File: src/rtl/bds_pkg.sv
// Shared types and constants for the balanced delimiter splitter.
// No dependencies; every other file of the block imports this package.
package bds_pkg;

	localparam int CharBits     = 8;
	localparam int SepRegBits   = 64;
	localparam int CountBits    = 4;
	localparam int DataBits     = 64;
	localparam int AddrBits     = 4;

	// Register index codes, taken from paddr[3] (registers sit 8 bytes apart).
	localparam logic RegSepBytes = 1'b0;
	localparam logic RegSepCount = 1'b1;

	localparam logic [SepRegBits-1:0] SepBytesReset = 64'd44;
	localparam logic [CountBits-1:0]  SepCountReset = 4'd1;

	// Bytes that move the nesting depth.
	localparam logic [CharBits-1:0] CharQuote    = 8'h22;
	localparam logic [CharBits-1:0] CharParOpen  = 8'h28;
	localparam logic [CharBits-1:0] CharBrkOpen  = 8'h5B;
	localparam logic [CharBits-1:0] CharBrcOpen  = 8'h7B;
	localparam logic [CharBits-1:0] CharParClose = 8'h29;
	localparam logic [CharBits-1:0] CharBrkClose = 8'h5D;
	localparam logic [CharBits-1:0] CharBrcClose = 8'h7D;

	// Separator configuration handed from the register file to the scanner.
	typedef struct packed {
		logic [SepRegBits-1:0] sep_bytes;
		logic [CountBits-1:0]  sep_count;
	} bds_cfg_t;

	// First result for one byte, plus a flag that an empty token follows.
	typedef struct packed {
		logic [CharBits-1:0] char_out;
		logic                has_char;
		logic                token_done;
		logic                run_last;
		logic                second;
	} bds_result_t;

endpackage

File: src/rtl/bds_char_if.sv
// Input channel of the splitter: one string byte per item.
// Depends on bds_pkg for the byte width.
interface bds_char_if import bds_pkg::*; ();
	logic                valid;
	logic                ready;
	logic [CharBits-1:0] char_in;
	logic                string_end;

	modport source (output valid, output char_in, output string_end, input ready);
	modport sink (input valid, input char_in, input string_end, output ready);
endinterface

File: src/rtl/bds_token_if.sv
// Output channel of the splitter: one token event per item.
// Depends on bds_pkg for the byte width.
interface bds_token_if import bds_pkg::*; ();
	logic                valid;
	logic                ready;
	logic [CharBits-1:0] char_out;
	logic                has_char;
	logic                token_done;
	logic                run_last;

	modport source (output valid, output char_out, output has_char, output token_done,
		output run_last, input ready);
	modport sink (input valid, input char_out, input has_char, input token_done,
		input run_last, output ready);
endinterface

File: src/rtl/bds_cfg.sv
// APB-style register file holding the separator bytes and separator count.
// Depends on bds_pkg.
module bds_cfg import bds_pkg::*; (
	input  logic                clk,
	input  logic                arst_n,
	input  logic                psel,
	input  logic                penable,
	input  logic                pwrite,
	input  logic [AddrBits-1:0] paddr,
	input  logic [DataBits-1:0] pwdata,
	output logic [DataBits-1:0] prdata,
	output logic                pready,
	output bds_cfg_t            cfg
);

	logic [SepRegBits-1:0] sep_bytes_q;
	logic [CountBits-1:0]  sep_count_q;
	logic                  wr_en;

	assign pready = 1'b1;
	assign wr_en  = psel & penable & pwrite;

	// Register writes on the access cycle.
	always_ff @(posedge clk or negedge arst_n) begin
		if (!arst_n) begin
			sep_bytes_q <= SepBytesReset;
			sep_count_q <= SepCountReset;
		end else if (wr_en) begin
			unique case (paddr[3])
				RegSepBytes: sep_bytes_q <= pwdata;
				RegSepCount: sep_count_q <= pwdata[CountBits-1:0];
				default: ;
			endcase
		end
	end

	// Read data mux.
	always_comb begin
		unique case (paddr[3])
			RegSepBytes: prdata = sep_bytes_q;
			RegSepCount: prdata = {{(DataBits-CountBits){1'b0}}, sep_count_q};
			default:     prdata = '0;
		endcase
	end

	assign cfg.sep_bytes = sep_bytes_q;
	assign cfg.sep_count = sep_count_q;

endmodule

File: src/rtl/bds_scan.sv
// Nesting tracker and separator matcher: holds the depth and quote state
// and forms the result for the byte in the input register. Depends on bds_pkg.
module bds_scan import bds_pkg::*; #(
	parameter int SEPARATOR_SLOTS = 8,
	parameter int DEPTH_BITS      = 16
) (
	input  logic                clk,
	input  logic                arst_n,
	input  bds_cfg_t            cfg,
	input  logic [CharBits-1:0] char_s1,
	input  logic                end_s1,
	input  logic                advance,
	output bds_result_t         result
);

	localparam logic signed [DEPTH_BITS-1:0] DepthMax = {1'b0, {(DEPTH_BITS-1){1'b1}}};
	localparam logic signed [DEPTH_BITS-1:0] DepthMin = {1'b1, {(DEPTH_BITS-1){1'b0}}};

	logic signed [DEPTH_BITS-1:0] depth_q;
	logic signed [DEPTH_BITS-1:0] depth_next;
	logic                         quote_q;
	logic                         quote_next;
	logic                         inc;
	logic                         dec;
	logic [SEPARATOR_SLOTS-1:0]   lane_hit;
	logic                         is_sep;
	logic                         split;

	// One comparator per separator slot, enabled when the slot is in use.
	for (genvar i = 0; i < SEPARATOR_SLOTS; i++) begin : g_lane
		assign lane_hit[i] = (cfg.sep_count > CountBits'(i)) &&
			(cfg.sep_bytes[i*CharBits +: CharBits] == char_s1);
	end
	assign is_sep = |lane_hit;

	// Depth step: at most one of the increment and decrement applies.
	always_comb begin
		inc        = 1'b0;
		dec        = 1'b0;
		quote_next = quote_q;
		if (char_s1 == CharQuote) begin
			inc        = ~quote_q;
			dec        = quote_q;
			quote_next = ~quote_q;
		end
		if (char_s1 == CharParOpen || char_s1 == CharBrkOpen || char_s1 == CharBrcOpen) begin
			inc = 1'b1;
		end
		if (char_s1 == CharParClose || char_s1 == CharBrkClose ||
			char_s1 == CharBrcClose) begin
			dec = 1'b1;
		end
		depth_next = depth_q;
		if (inc && depth_q != DepthMax) begin
			depth_next = depth_q + DEPTH_BITS'(1);
		end else if (dec && depth_q != DepthMin) begin
			depth_next = depth_q - DEPTH_BITS'(1);
		end
	end

	assign split = is_sep && (depth_next == '0);

	// First result of the byte; a split on the final byte adds an empty token.
	always_comb begin
		if (split) begin
			result.char_out   = '0;
			result.has_char   = 1'b0;
			result.token_done = 1'b1;
			result.run_last   = ~end_s1;
			result.second     = end_s1;
		end else begin
			result.char_out   = char_s1;
			result.has_char   = 1'b1;
			result.token_done = end_s1;
			result.run_last   = 1'b1;
			result.second     = 1'b0;
		end
	end

	// State moves when the byte's result is loaded; the final byte clears it.
	always_ff @(posedge clk or negedge arst_n) begin
		if (!arst_n) begin
			depth_q <= '0;
			quote_q <= 1'b0;
		end else if (advance) begin
			if (end_s1) begin
				depth_q <= '0;
				quote_q <= 1'b0;
			end else begin
				depth_q <= depth_next;
				quote_q <= quote_next;
			end
		end
	end

endmodule

File: src/rtl/balanced_delimiter_splitter.sv
// Channel   Role   Payload
// chars     sink   char_in, string_end
// tokens    source char_out, has_char, token_done, run_last
// APB       slave  separator_bytes at 0x0, separator_count at 0x8
//
// One byte is taken per cycle unless a stalled output or a pending empty token holds
// it back; its first result moves from the input register into the output register.
// A separator on the final byte gives two results, and the second holds the output register until taken.
// Reset is asynchronous and active low; it clears the depth, the quote flag,
// the valid flags and restores the register defaults.
// A stalled output backs up into the input register, then drops chars.ready.
// Depends on bds_pkg, bds_char_if, bds_token_if, bds_cfg and bds_scan.
module balanced_delimiter_splitter import bds_pkg::*; #(
	parameter int SEPARATOR_SLOTS = 8,
	parameter int DEPTH_BITS      = 16
) (
	input  logic                clk,
	input  logic                arst_n,
	bds_char_if.sink            chars,
	bds_token_if.source         tokens,
	input  logic                psel,
	input  logic                penable,
	input  logic                pwrite,
	input  logic [AddrBits-1:0] paddr,
	input  logic [DataBits-1:0] pwdata,
	output logic [DataBits-1:0] prdata,
	output logic                pready
);

	bds_cfg_t            cfg;
	bds_result_t         result;
	logic                s1_valid_q;
	logic [CharBits-1:0] char_s1;
	logic                end_s1;
	logic                out_valid_q;
	logic                second_q;
	logic [CharBits-1:0] char_out_q;
	logic                has_char_q;
	logic                token_done_q;
	logic                run_last_q;
	logic                load_out;
	logic                out_take;

	bds_cfg u_cfg (
		.clk     (clk),
		.arst_n  (arst_n),
		.psel    (psel),
		.penable (penable),
		.pwrite  (pwrite),
		.paddr   (paddr),
		.pwdata  (pwdata),
		.prdata  (prdata),
		.pready  (pready),
		.cfg     (cfg)
	);

	bds_scan #(
		.SEPARATOR_SLOTS (SEPARATOR_SLOTS),
		.DEPTH_BITS      (DEPTH_BITS)
	) u_scan (
		.clk     (clk),
		.arst_n  (arst_n),
		.cfg     (cfg),
		.char_s1 (char_s1),
		.end_s1  (end_s1),
		.advance (load_out),
		.result  (result)
	);

	// Handshake control: the input register drains into the output register
	// when that is free or being emptied with no empty token still to send.
	assign out_take    = out_valid_q & tokens.ready;
	assign load_out    = s1_valid_q & (~out_valid_q | (tokens.ready & ~second_q));
	assign chars.ready = ~s1_valid_q | load_out;

	// Input register.
	always_ff @(posedge clk or negedge arst_n) begin
		if (!arst_n) begin
			s1_valid_q <= 1'b0;
		end else if (chars.ready) begin
			s1_valid_q <= chars.valid;
		end
	end

	always_ff @(posedge clk) begin
		if (chars.valid && chars.ready) begin
			char_s1 <= chars.char_in;
			end_s1  <= chars.string_end;
		end
	end

	// Output register control.
	always_ff @(posedge clk or negedge arst_n) begin
		if (!arst_n) begin
			out_valid_q <= 1'b0;
			second_q    <= 1'b0;
		end else if (load_out) begin
			out_valid_q <= 1'b1;
			second_q    <= result.second;
		end else if (out_take) begin
			if (second_q) begin
				second_q <= 1'b0;
			end else begin
				out_valid_q <= 1'b0;
			end
		end
	end

	// Output register payload; the trailing empty token replaces the first result.
	always_ff @(posedge clk) begin
		if (load_out) begin
			char_out_q   <= result.char_out;
			has_char_q   <= result.has_char;
			token_done_q <= result.token_done;
			run_last_q   <= result.run_last;
		end else if (out_take && second_q) begin
			char_out_q   <= '0;
			has_char_q   <= 1'b0;
			token_done_q <= 1'b1;
			run_last_q   <= 1'b1;
		end
	end

	assign tokens.valid      = out_valid_q;
	assign tokens.char_out   = char_out_q;
	assign tokens.has_char   = has_char_q;
	assign tokens.token_done = token_done_q;
	assign tokens.run_last   = run_last_q;

	// A pending empty token only exists behind a result on display.
	a_second_needs_valid: assert property (@(posedge clk) disable iff (!arst_n)
		second_q |-> out_valid_q)
		else $error("empty token pending with no result shown");

	// A result that is not the byte's last must have its follower queued.
	a_not_last_has_follower: assert property (@(posedge clk) disable iff (!arst_n)
		(tokens.valid && !tokens.run_last) |-> second_q)
		else $error("result without run_last but no second result queued");

	// A result without a byte always ends a token and carries a zero byte.
	a_empty_result_shape: assert property (@(posedge clk) disable iff (!arst_n)
		(tokens.valid && !tokens.has_char) |-> (tokens.token_done && tokens.char_out == '0))
		else $error("result without a byte is malformed");

	// Input back-pressure only arises when the input register holds an item.
	a_ready_low_means_full: assert property (@(posedge clk) disable iff (!arst_n)
		!chars.ready |-> (s1_valid_q && out_valid_q))
		else $error("input stalled with a free pipeline");

endmodule

File: src/flat_wrapper.sv
// flat-port wrapper written by rule: the top's interface ports become plain ports
module balanced_delimiter_splitter_flat import bds_pkg::*;
#(
	parameter int SEPARATOR_SLOTS = 8,
	parameter int DEPTH_BITS      = 16
)
  (clk, arst_n, psel, penable, pwrite, paddr, pwdata, prdata, pready, chars_valid, chars_char_in, chars_string_end, chars_ready, tokens_valid, tokens_char_out, tokens_has_char, tokens_token_done, tokens_run_last, tokens_ready);
  bds_char_if chars_i ();
  bds_token_if tokens_i ();
  input  logic clk;
  input  logic arst_n;
  input  logic psel;
  input  logic penable;
  input  logic pwrite;
  input  logic [AddrBits-1:0] paddr;
  input  logic [DataBits-1:0] pwdata;
  output logic [DataBits-1:0] prdata;
  output logic pready;
  input wire logic [$bits(chars_i.valid)-1:0] chars_valid;
  input wire logic [$bits(chars_i.char_in)-1:0] chars_char_in;
  input wire logic [$bits(chars_i.string_end)-1:0] chars_string_end;
  output wire logic [$bits(chars_i.ready)-1:0] chars_ready;
  output wire logic [$bits(tokens_i.valid)-1:0] tokens_valid;
  output wire logic [$bits(tokens_i.char_out)-1:0] tokens_char_out;
  output wire logic [$bits(tokens_i.has_char)-1:0] tokens_has_char;
  output wire logic [$bits(tokens_i.token_done)-1:0] tokens_token_done;
  output wire logic [$bits(tokens_i.run_last)-1:0] tokens_run_last;
  input wire logic [$bits(tokens_i.ready)-1:0] tokens_ready;
  assign chars_i.valid = chars_valid;
  assign chars_i.char_in = chars_char_in;
  assign chars_i.string_end = chars_string_end;
  assign chars_ready = chars_i.ready;
  assign tokens_valid = tokens_i.valid;
  assign tokens_char_out = tokens_i.char_out;
  assign tokens_has_char = tokens_i.has_char;
  assign tokens_token_done = tokens_i.token_done;
  assign tokens_run_last = tokens_i.run_last;
  assign tokens_i.ready = tokens_ready;
  balanced_delimiter_splitter #(.SEPARATOR_SLOTS(SEPARATOR_SLOTS), .DEPTH_BITS(DEPTH_BITS)) u_core (.clk(clk), .arst_n(arst_n), .chars(chars_i), .tokens(tokens_i), .psel(psel), .penable(penable), .pwrite(pwrite), .paddr(paddr), .pwdata(pwdata), .prdata(prdata), .pready(pready));
endmodule
File: config.mk
export PLATFORM = sky130hd
export DESIGN_NAME = balanced_delimiter_splitter_flat
export DESIGN_NICKNAME = d
export VERILOG_FILES = /design/src/rtl/bds_pkg.sv /design/src/rtl/bds_char_if.sv /design/src/rtl/bds_token_if.sv /design/src/rtl/bds_cfg.sv /design/src/rtl/bds_scan.sv /design/src/rtl/balanced_delimiter_splitter.sv /design/src/flat_wrapper.sv
export SDC_FILE = /design/constraint.sdc
export NUM_CORES = 1
export LEC_CHECK = 0
export BUFFER_PORTS_ARGS = -buffer_cell sky130_fd_sc_hd__clkbuf_2
export CORE_MARGIN = 4
export CORE_UTILIZATION = 45
export CTS_BUF_LIST = sky130_fd_sc_hd__clkbuf_4 sky130_fd_sc_hd__clkbuf_8
export DETAILED_ROUTE_END_ITERATION = 12
export PLACE_DENSITY_LB_ADDON = 0.2
export SETUP_SLACK_MARGIN = 0.5
export SYNTH_ARGS = -nofsm -noshare
export SYNTH_HDL_FRONTEND = slang
export SYNTH_SLANG_ARGS = --single-unit
File: constraint.sdc
create_clock -name clk -period 3.98 [get_ports clk]
set_input_delay 0.796 -clock clk [delete_from_list [all_inputs] [get_ports clk]]
set_output_delay 0.796 -clock clk [all_outputs]
set_load 0.02 [all_outputs]
# --- After elaboration in Yosys (flattened, before gate mapping) ---
# Cells that the tools add are included.
op_classes:
  addsub: 2
  multipliers: 0
  div_mod_pow: 0
  magnitude_cmp: 8
  n_eq_ne: 18
  shift: 0
  mux: 23
  bitwise_logic: 13
  n_reduce_logical: 26
op_table:
  columns: ["cell", "n"]
  rows:
  - ["$pmux 64 s2", 1]
  - ["$eq 8x8->1", 8]
  - ["$mux 16", 3]
  - ["$eq 8x7->1 const B", 4]
  - ["$ne 16x16->1 const B", 2]
  - ["$eq 8x6->1 const B", 3]
  - ["$add 16x2->16 const B", 1]
  - ["$gt 4x3->1 const B", 4]
  - ["$logic_not 16->1", 1]
  - ["$mux 1", 16]
  - ["$mux 8", 2]
  - ["$sub 16x2->16 const B", 1]
  - ["$logic_and 1x1->1", 13]
  - ["$mux 12", 1]
  - ["$gt 4x1->1 const B", 2]
  - ["$gt 4x2->1 const B", 2]
  - ["$reduce_and 2->1", 4]
  - ["$reduce_or 8->1", 1]
  - ["$not 1->1", 6]
  - ["$reduce_bool 2->1", 3]
  - ["$and 1x1->1", 5]
  - ["$logic_or 1x1->1", 4]
  - ["$ne 2x2->1 const B", 1]
  - ["$or 1x1->1", 2]
word_totals:
  register_bits: 108
  latchBits: 0
  mem_bits_rw: 0
  rom_bits: 0
  wordCells: 103
  n_memories: 0

# --- Longest topological paths before layout ---
depth:
  depth_word: 11
  ltp_mapped: 12

# --- By module ---
# From an unflattened synthesis, not the netlist that was laid out.
hier_totals:
  hier_cells: 628
  area_unflattened_um2: 6909.1
modules_own_cells:
  columns: ["module", "n_inst", "cells_each", "area_each_um2", "seq_area_each_um2"]
  rows:
  - ["bds_cfg", 1, 218, 3318.2, 1706.6]
  - ["bds_scan", 1, 364, 2745.1, 425.4]
  - ["balanced_delimiter_splitter", 1, 46, 845.8, 675.6]

# --- Least setup slack after synthesis ---
# Ideal clock, no wire load.
synth_timing:
  kind: "flip-flop to flip-flop"
  start: "reg u_core.char_s1[5]"
  end: "reg u_core.run_last_q, in the netlist u_core.tokens.run_last, data pin"
  setup_time_ps: 262
  arrival_ps: 2728
  required_ps: 3718
  slack_ps: 990
  stages_incl_launch_ff: 10
  n_path_buf: 1
  path_cell_list: "edfxtp_1 buf_6 or4b_4 or3_4 a211oi_2 xnor2_1 or3b_1 a22oi_2 nand4_1 or2_2"
synth_between:
  elab_chain_cells: 11
  elab_cells_between_ends: 40
synth_lines:
  columns: ["item", "line", "rtl"]
  rows:
  - ["start: declaration", "balanced_delimiter_splitter.sv:33", "logic [CharBits-1:0] char_s1;"]
  - ["start signal: assignment", "balanced_delimiter_splitter.sv:87", "char_s1 <= chars.char_in;"]
  - ["$eq 8x6->1 or $eq 8x7->1 (tied branches)", "bds_scan.sv:49", "if (char_s1 == CharParClose || char_s1 == CharBrkClose ||"]
  - ["$logic_or 1x1->1 (2 in a row)", "bds_scan.sv:49", null]
  - ["$mux 1", "bds_scan.sv:49", null]
  - ["$logic_and 1x1->1", "bds_scan.sv:56", "end else if (dec && depth_q != DepthMin) begin"]
  - ["$mux 16", "bds_scan.sv:56", null]
  - ["$mux 16", "bds_scan.sv:54", "if (inc && depth_q != DepthMax) begin"]
  - ["$logic_not 16->1", "bds_scan.sv:61", "assign split = is_sep && (depth_next == '0);"]
  - ["$logic_and 1x1->1 (*)", "bds_scan.sv:61", null]
  - ["$mux 12 (*)", "bds_scan.sv:65", "if (split) begin"]
  - ["$mux 1 (*)", "balanced_delimiter_splitter.sv:111", "if (load_out) begin"]
  - ["end signal: assignment", "balanced_delimiter_splitter.sv:115", "run_last_q <= result.run_last;"]
  - ["end: declaration", "balanced_delimiter_splitter.sv:40", "logic run_last_q;"]
# Every way passes the cells marked *; elsewhere a longest branch is shown, timed or not.
# A chain may end at the register's enable or synchronous reset.

# --- Worst setup path in the final report ---
layout_timing:
  start: "reg u_core.char_s1[2]"
  end: "reg u_core.has_char_q, in the netlist u_core.tokens.has_char, data pin"
layout_between:
  elab_chain_cells: 11
  elab_cells_between_ends: 40
layout_lines:
  columns: ["item", "line", "rtl"]
  rows:
  - ["$eq 8x6->1 or $eq 8x7->1 (tied branches)", "bds_scan.sv:49", null]
  - ["$logic_or 1x1->1 (2 in a row)", "bds_scan.sv:49", null]
  - ["$mux 1", "bds_scan.sv:49", null]
  - ["$logic_and 1x1->1", "bds_scan.sv:56", null]
  - ["$mux 16", "bds_scan.sv:56", null]
  - ["$mux 16", "bds_scan.sv:54", null]
  - ["$logic_not 16->1", "bds_scan.sv:61", null]
  - ["$logic_and 1x1->1 (*)", "bds_scan.sv:61", null]
  - ["$mux 12 (*)", "bds_scan.sv:65", null]
  - ["$mux 1 (*)", "balanced_delimiter_splitter.sv:111", null]
  - ["end signal: assignment", "balanced_delimiter_splitter.sv:113", "has_char_q <= result.has_char;"]
  - ["end: declaration", "balanced_delimiter_splitter.sv:38", "logic has_char_q;"]
# Marks and branches as above.

==> out/results.tsv <==
metric	value	unit
cts-buffers-inserted	9	
dpl.hpwl	12500	um
synth-seq-cells	108	
yosys_most_used_dff	dfrtp_1	
portBuffers	157	
cp-start-kind	register	
htree_levels	3	
maxSlewHeadroom	35.7	%
skew	0.0186	ns
grt_pass1_wl	27200	um
synth_most_common_cell	dfrtp_1	
rsz0062_at_grt	no	
rows	43	
ir_worst_vdd	0.000268	V
fin_cells	924	
drtIter0Drc	210	
gp_congestion	0.906	
die_h	127	um
drc	0	
cts_tree	yes	
grt_pass1_vias	5211	
min_path_cells	1	
dieWidth	127	um
drive_gt1_share	38.4	%
clockBufferDepth	2	
fin_util	54.1	%
period_share	83.2	%
setup_ws	0.667	ns
grt_max_degree	74	
fin_nets	825	
pin_count	162	
status	finished, final reports clean	
fmax	0.302	GHz
synth_cells	596	
r2r_slack	0.67	ns
arrival	3.44	ns
leakagePower	3.25	nW
yosysTopAreaCell	dfrtp_1	
power_density	409	nW/um^2
areaGrowthSynthToFinish	18.3	%
hold_viol_final	0	
endpoint_kind	register	
post-place-ws	0.475	ns
crit_type	reg -> reg	
worstPathRequired	4.11	ns
synth_edf_count	20	
period_minus_slack	3.31	ns
worstPathMaxFanout	11	
yosysSeqAreaShare	44.4	%
synth_fp_nets	682	
viasPerCell	5.47	
synth_top_area_share	33.2	%
vias	5052	
synth_cell_types	70	
postCtsHoldBufs	0	
r2r-start	u_core.char_s1[2]$_DFFE_PP_	
clk_pin_slew_worst_paths	0.10	ns
ys_top_cells_by_area	dfrtp_1 33%, mux2_2 13%, edfxtp_1 9.5%	
grt_overflow	0	
fillers	1227	
wl	16900	um
syn_area	6330	um^2
synthArstFlopShare	81.5	%
maxCapViolCount	0	
dp.cells	906	
total_power	3.06	mW
crit_start	u_core.char_s1[2]$_DFFE_PP_	
hold_path_end	u_core.u_scan.quote_q$_DFFE_PN0P_	
netlist_top_cells_count	84 x dfrtp_1, 72 x mux2_2, 61 x nor2b_1, 51 x xnor2_1	
antenna-diode-count	0	
clkSinkCount	108	
wl_per_cell	18.3	um
initial_core_util	45.8	%
finalSetupTns	0	ns
dieArea	16000	um^2
hp-class	reg -> reg	
ant_nets	0	
slew_viol_final	0	
postPlaceCellArea	7270	um^2
syn_avg_cell_area	10.6	um^2
coreArea	13800	um^2
hp-start	u_core.u_scan.quote_q$_DFFE_PN0P_	
tightestPinTransition	0.965	ns
stdcell_area	7480	um^2
ys_warn_count	0	
grt.total_usage	21.4	%
clk_root_buffer_cell	clkbuf_8	
finalSetupViolCount	0	
clk_latency	0.40	ns
grt_antenna_before_repair	0	
reg2regPathDepth	8	
r2r_end	u_core.tokens.has_char$_SDFFCE_PN0P_	
dr.pass1.iters	4	
hold_slack	0.531	ns
==> sequential cells by signal, indices dropped and copies added, names as in the netlist, 4 cells and up <==
name,cells
u_core.u_scan.depth_q,16
u_core.u_cfg.sep_bytes_q,64
u_core.u_cfg.sep_count_q,4
u_core.tokens.char_out,8
u_core.char_s1,8
==> how the worst max path moves through the flow <==
stage                                              end  slack, ns
6_report          u_core.tokens.has_char$_SDFFCE_PN0P_       0.67
3_3_place_gp   u_core.tokens.char_out[4]$_SDFFCE_PP0P_       0.46
3_5_place_dp   u_core.tokens.char_out[5]$_SDFFCE_PP0P_       0.47
4_1_cts           u_core.tokens.has_char$_SDFFCE_PN0P_       0.52
5_1_grt           u_core.tokens.has_char$_SDFFCE_PN0P_       0.52
2_1_floorplan     u_core.tokens.run_last$_SDFFCE_PN1P_       0.99
==> layer usage <==
| metal | global-route usage [%] | vias to the layer above | part of all wire, % |
|---|---|---|---|
| li1 | - | 2403 | - |
| met1 | 28.7 | 2474 | 44 |
| met2 | 34.8 | 154 | 49 |
| met3 | 4.67 | 21 | 5.7 |
| met4 | 6.44 | 0 | 1.5 |
| met5 | 0 | - | 0 |
==> repair_timing <==
item | CTS | global route
setup buffers | 0 | 2
gates resized for setup | 1 | 5
hold endpoints to repair | 0 | 0
endpoints found under the setup margin | 9 | 11
==> layout make-up <==
| class | instances | area (um^2) | area share, % |
|---|---|---|---|
| multi-input combinational | 438 | 3320 | 44.4 |
| clock buffer | 10 | 131 | 1.76 |
| timing repair buffer | 175 | 923 | 12.3 |
| tap | 180 | 225 | 3.01 |
| sequential | 108 | 2810 | 37.5 |
| clock inverter | 6 | 45.0 | 0.602 |
| inverter | 7 | 26.3 | 0.351 |
==> power by group <==
group | internal [mW] | switching, mW | leakage, nW | total [mW]
Combinational | 0.440 | 0.478 | 1.88 | 0.918
Sequential | 1.31 | 0.183 | 1.27 | 1.50
Clock | 0.241 | 0.402 | 0.0929 | 0.644
Total | 1.99 | 1.06 | 3.25 | 3.06
==> cells by family (layout without fill, tap and decap cells) <==
group | Yosys count | count (layout) | synth area share (%)
muxes | 72 | 72 | 12.8
DFF | 108 | 108 | 44.4
AOI/OAI and AO/OA | 88 | 88 | 9.91
adders and majority gates | 2 | 2 | 0.395
buffers and inverters | 50 | 198 | 3.44
and+or+nand+nor | 197 | 197 | 18.2
xor gates and xnor gates | 78 | 78 | 10.8
other | 1 | 1 | 0.0593
==> cells in the final DEF (no fill, tap or decap), types with 2 or more instances in the layout <==
cell type and count:
a31oi_1 6, and2_1 7, nand4_1 15, or2_2 2, inv_1 7, a211oi_2 2, ha_1 2, a21o_1 3
o311ai_0 2, clkbuf_2 156, dfstp_2 4, xnor2_1 51, nand4b_1 2, and3_1 4, nor4_1 15, mux2_2 72
nand3_1 9, nor2b_1 61, dfrtp_1 84, a21oi_1 18, nand2b_1 4, edfxtp_1 20, o21ai_0 20, nor2_1 19
a32oi_1 5, nand2_1 26, nor3_1 13, a41oi_1 2, a22o_1 2, inv_4 2, a211oi_1 2, or4_1 2
buf_4 19, o31ai_1 9, clkbuf_8 9, xor2_1 27
==> critical path: stages, from the launching register on <==
cell       delay (ns)
edfxtp_1         0.40
buf_4            0.23
or4b_2           0.84
a21oi_1          0.39
o2bb2ai_1        0.27
nand3_1          0.15
a22oi_2          0.22
and4_1           0.43
a21oi_1          0.11
(Power assumes the default switching activity.)
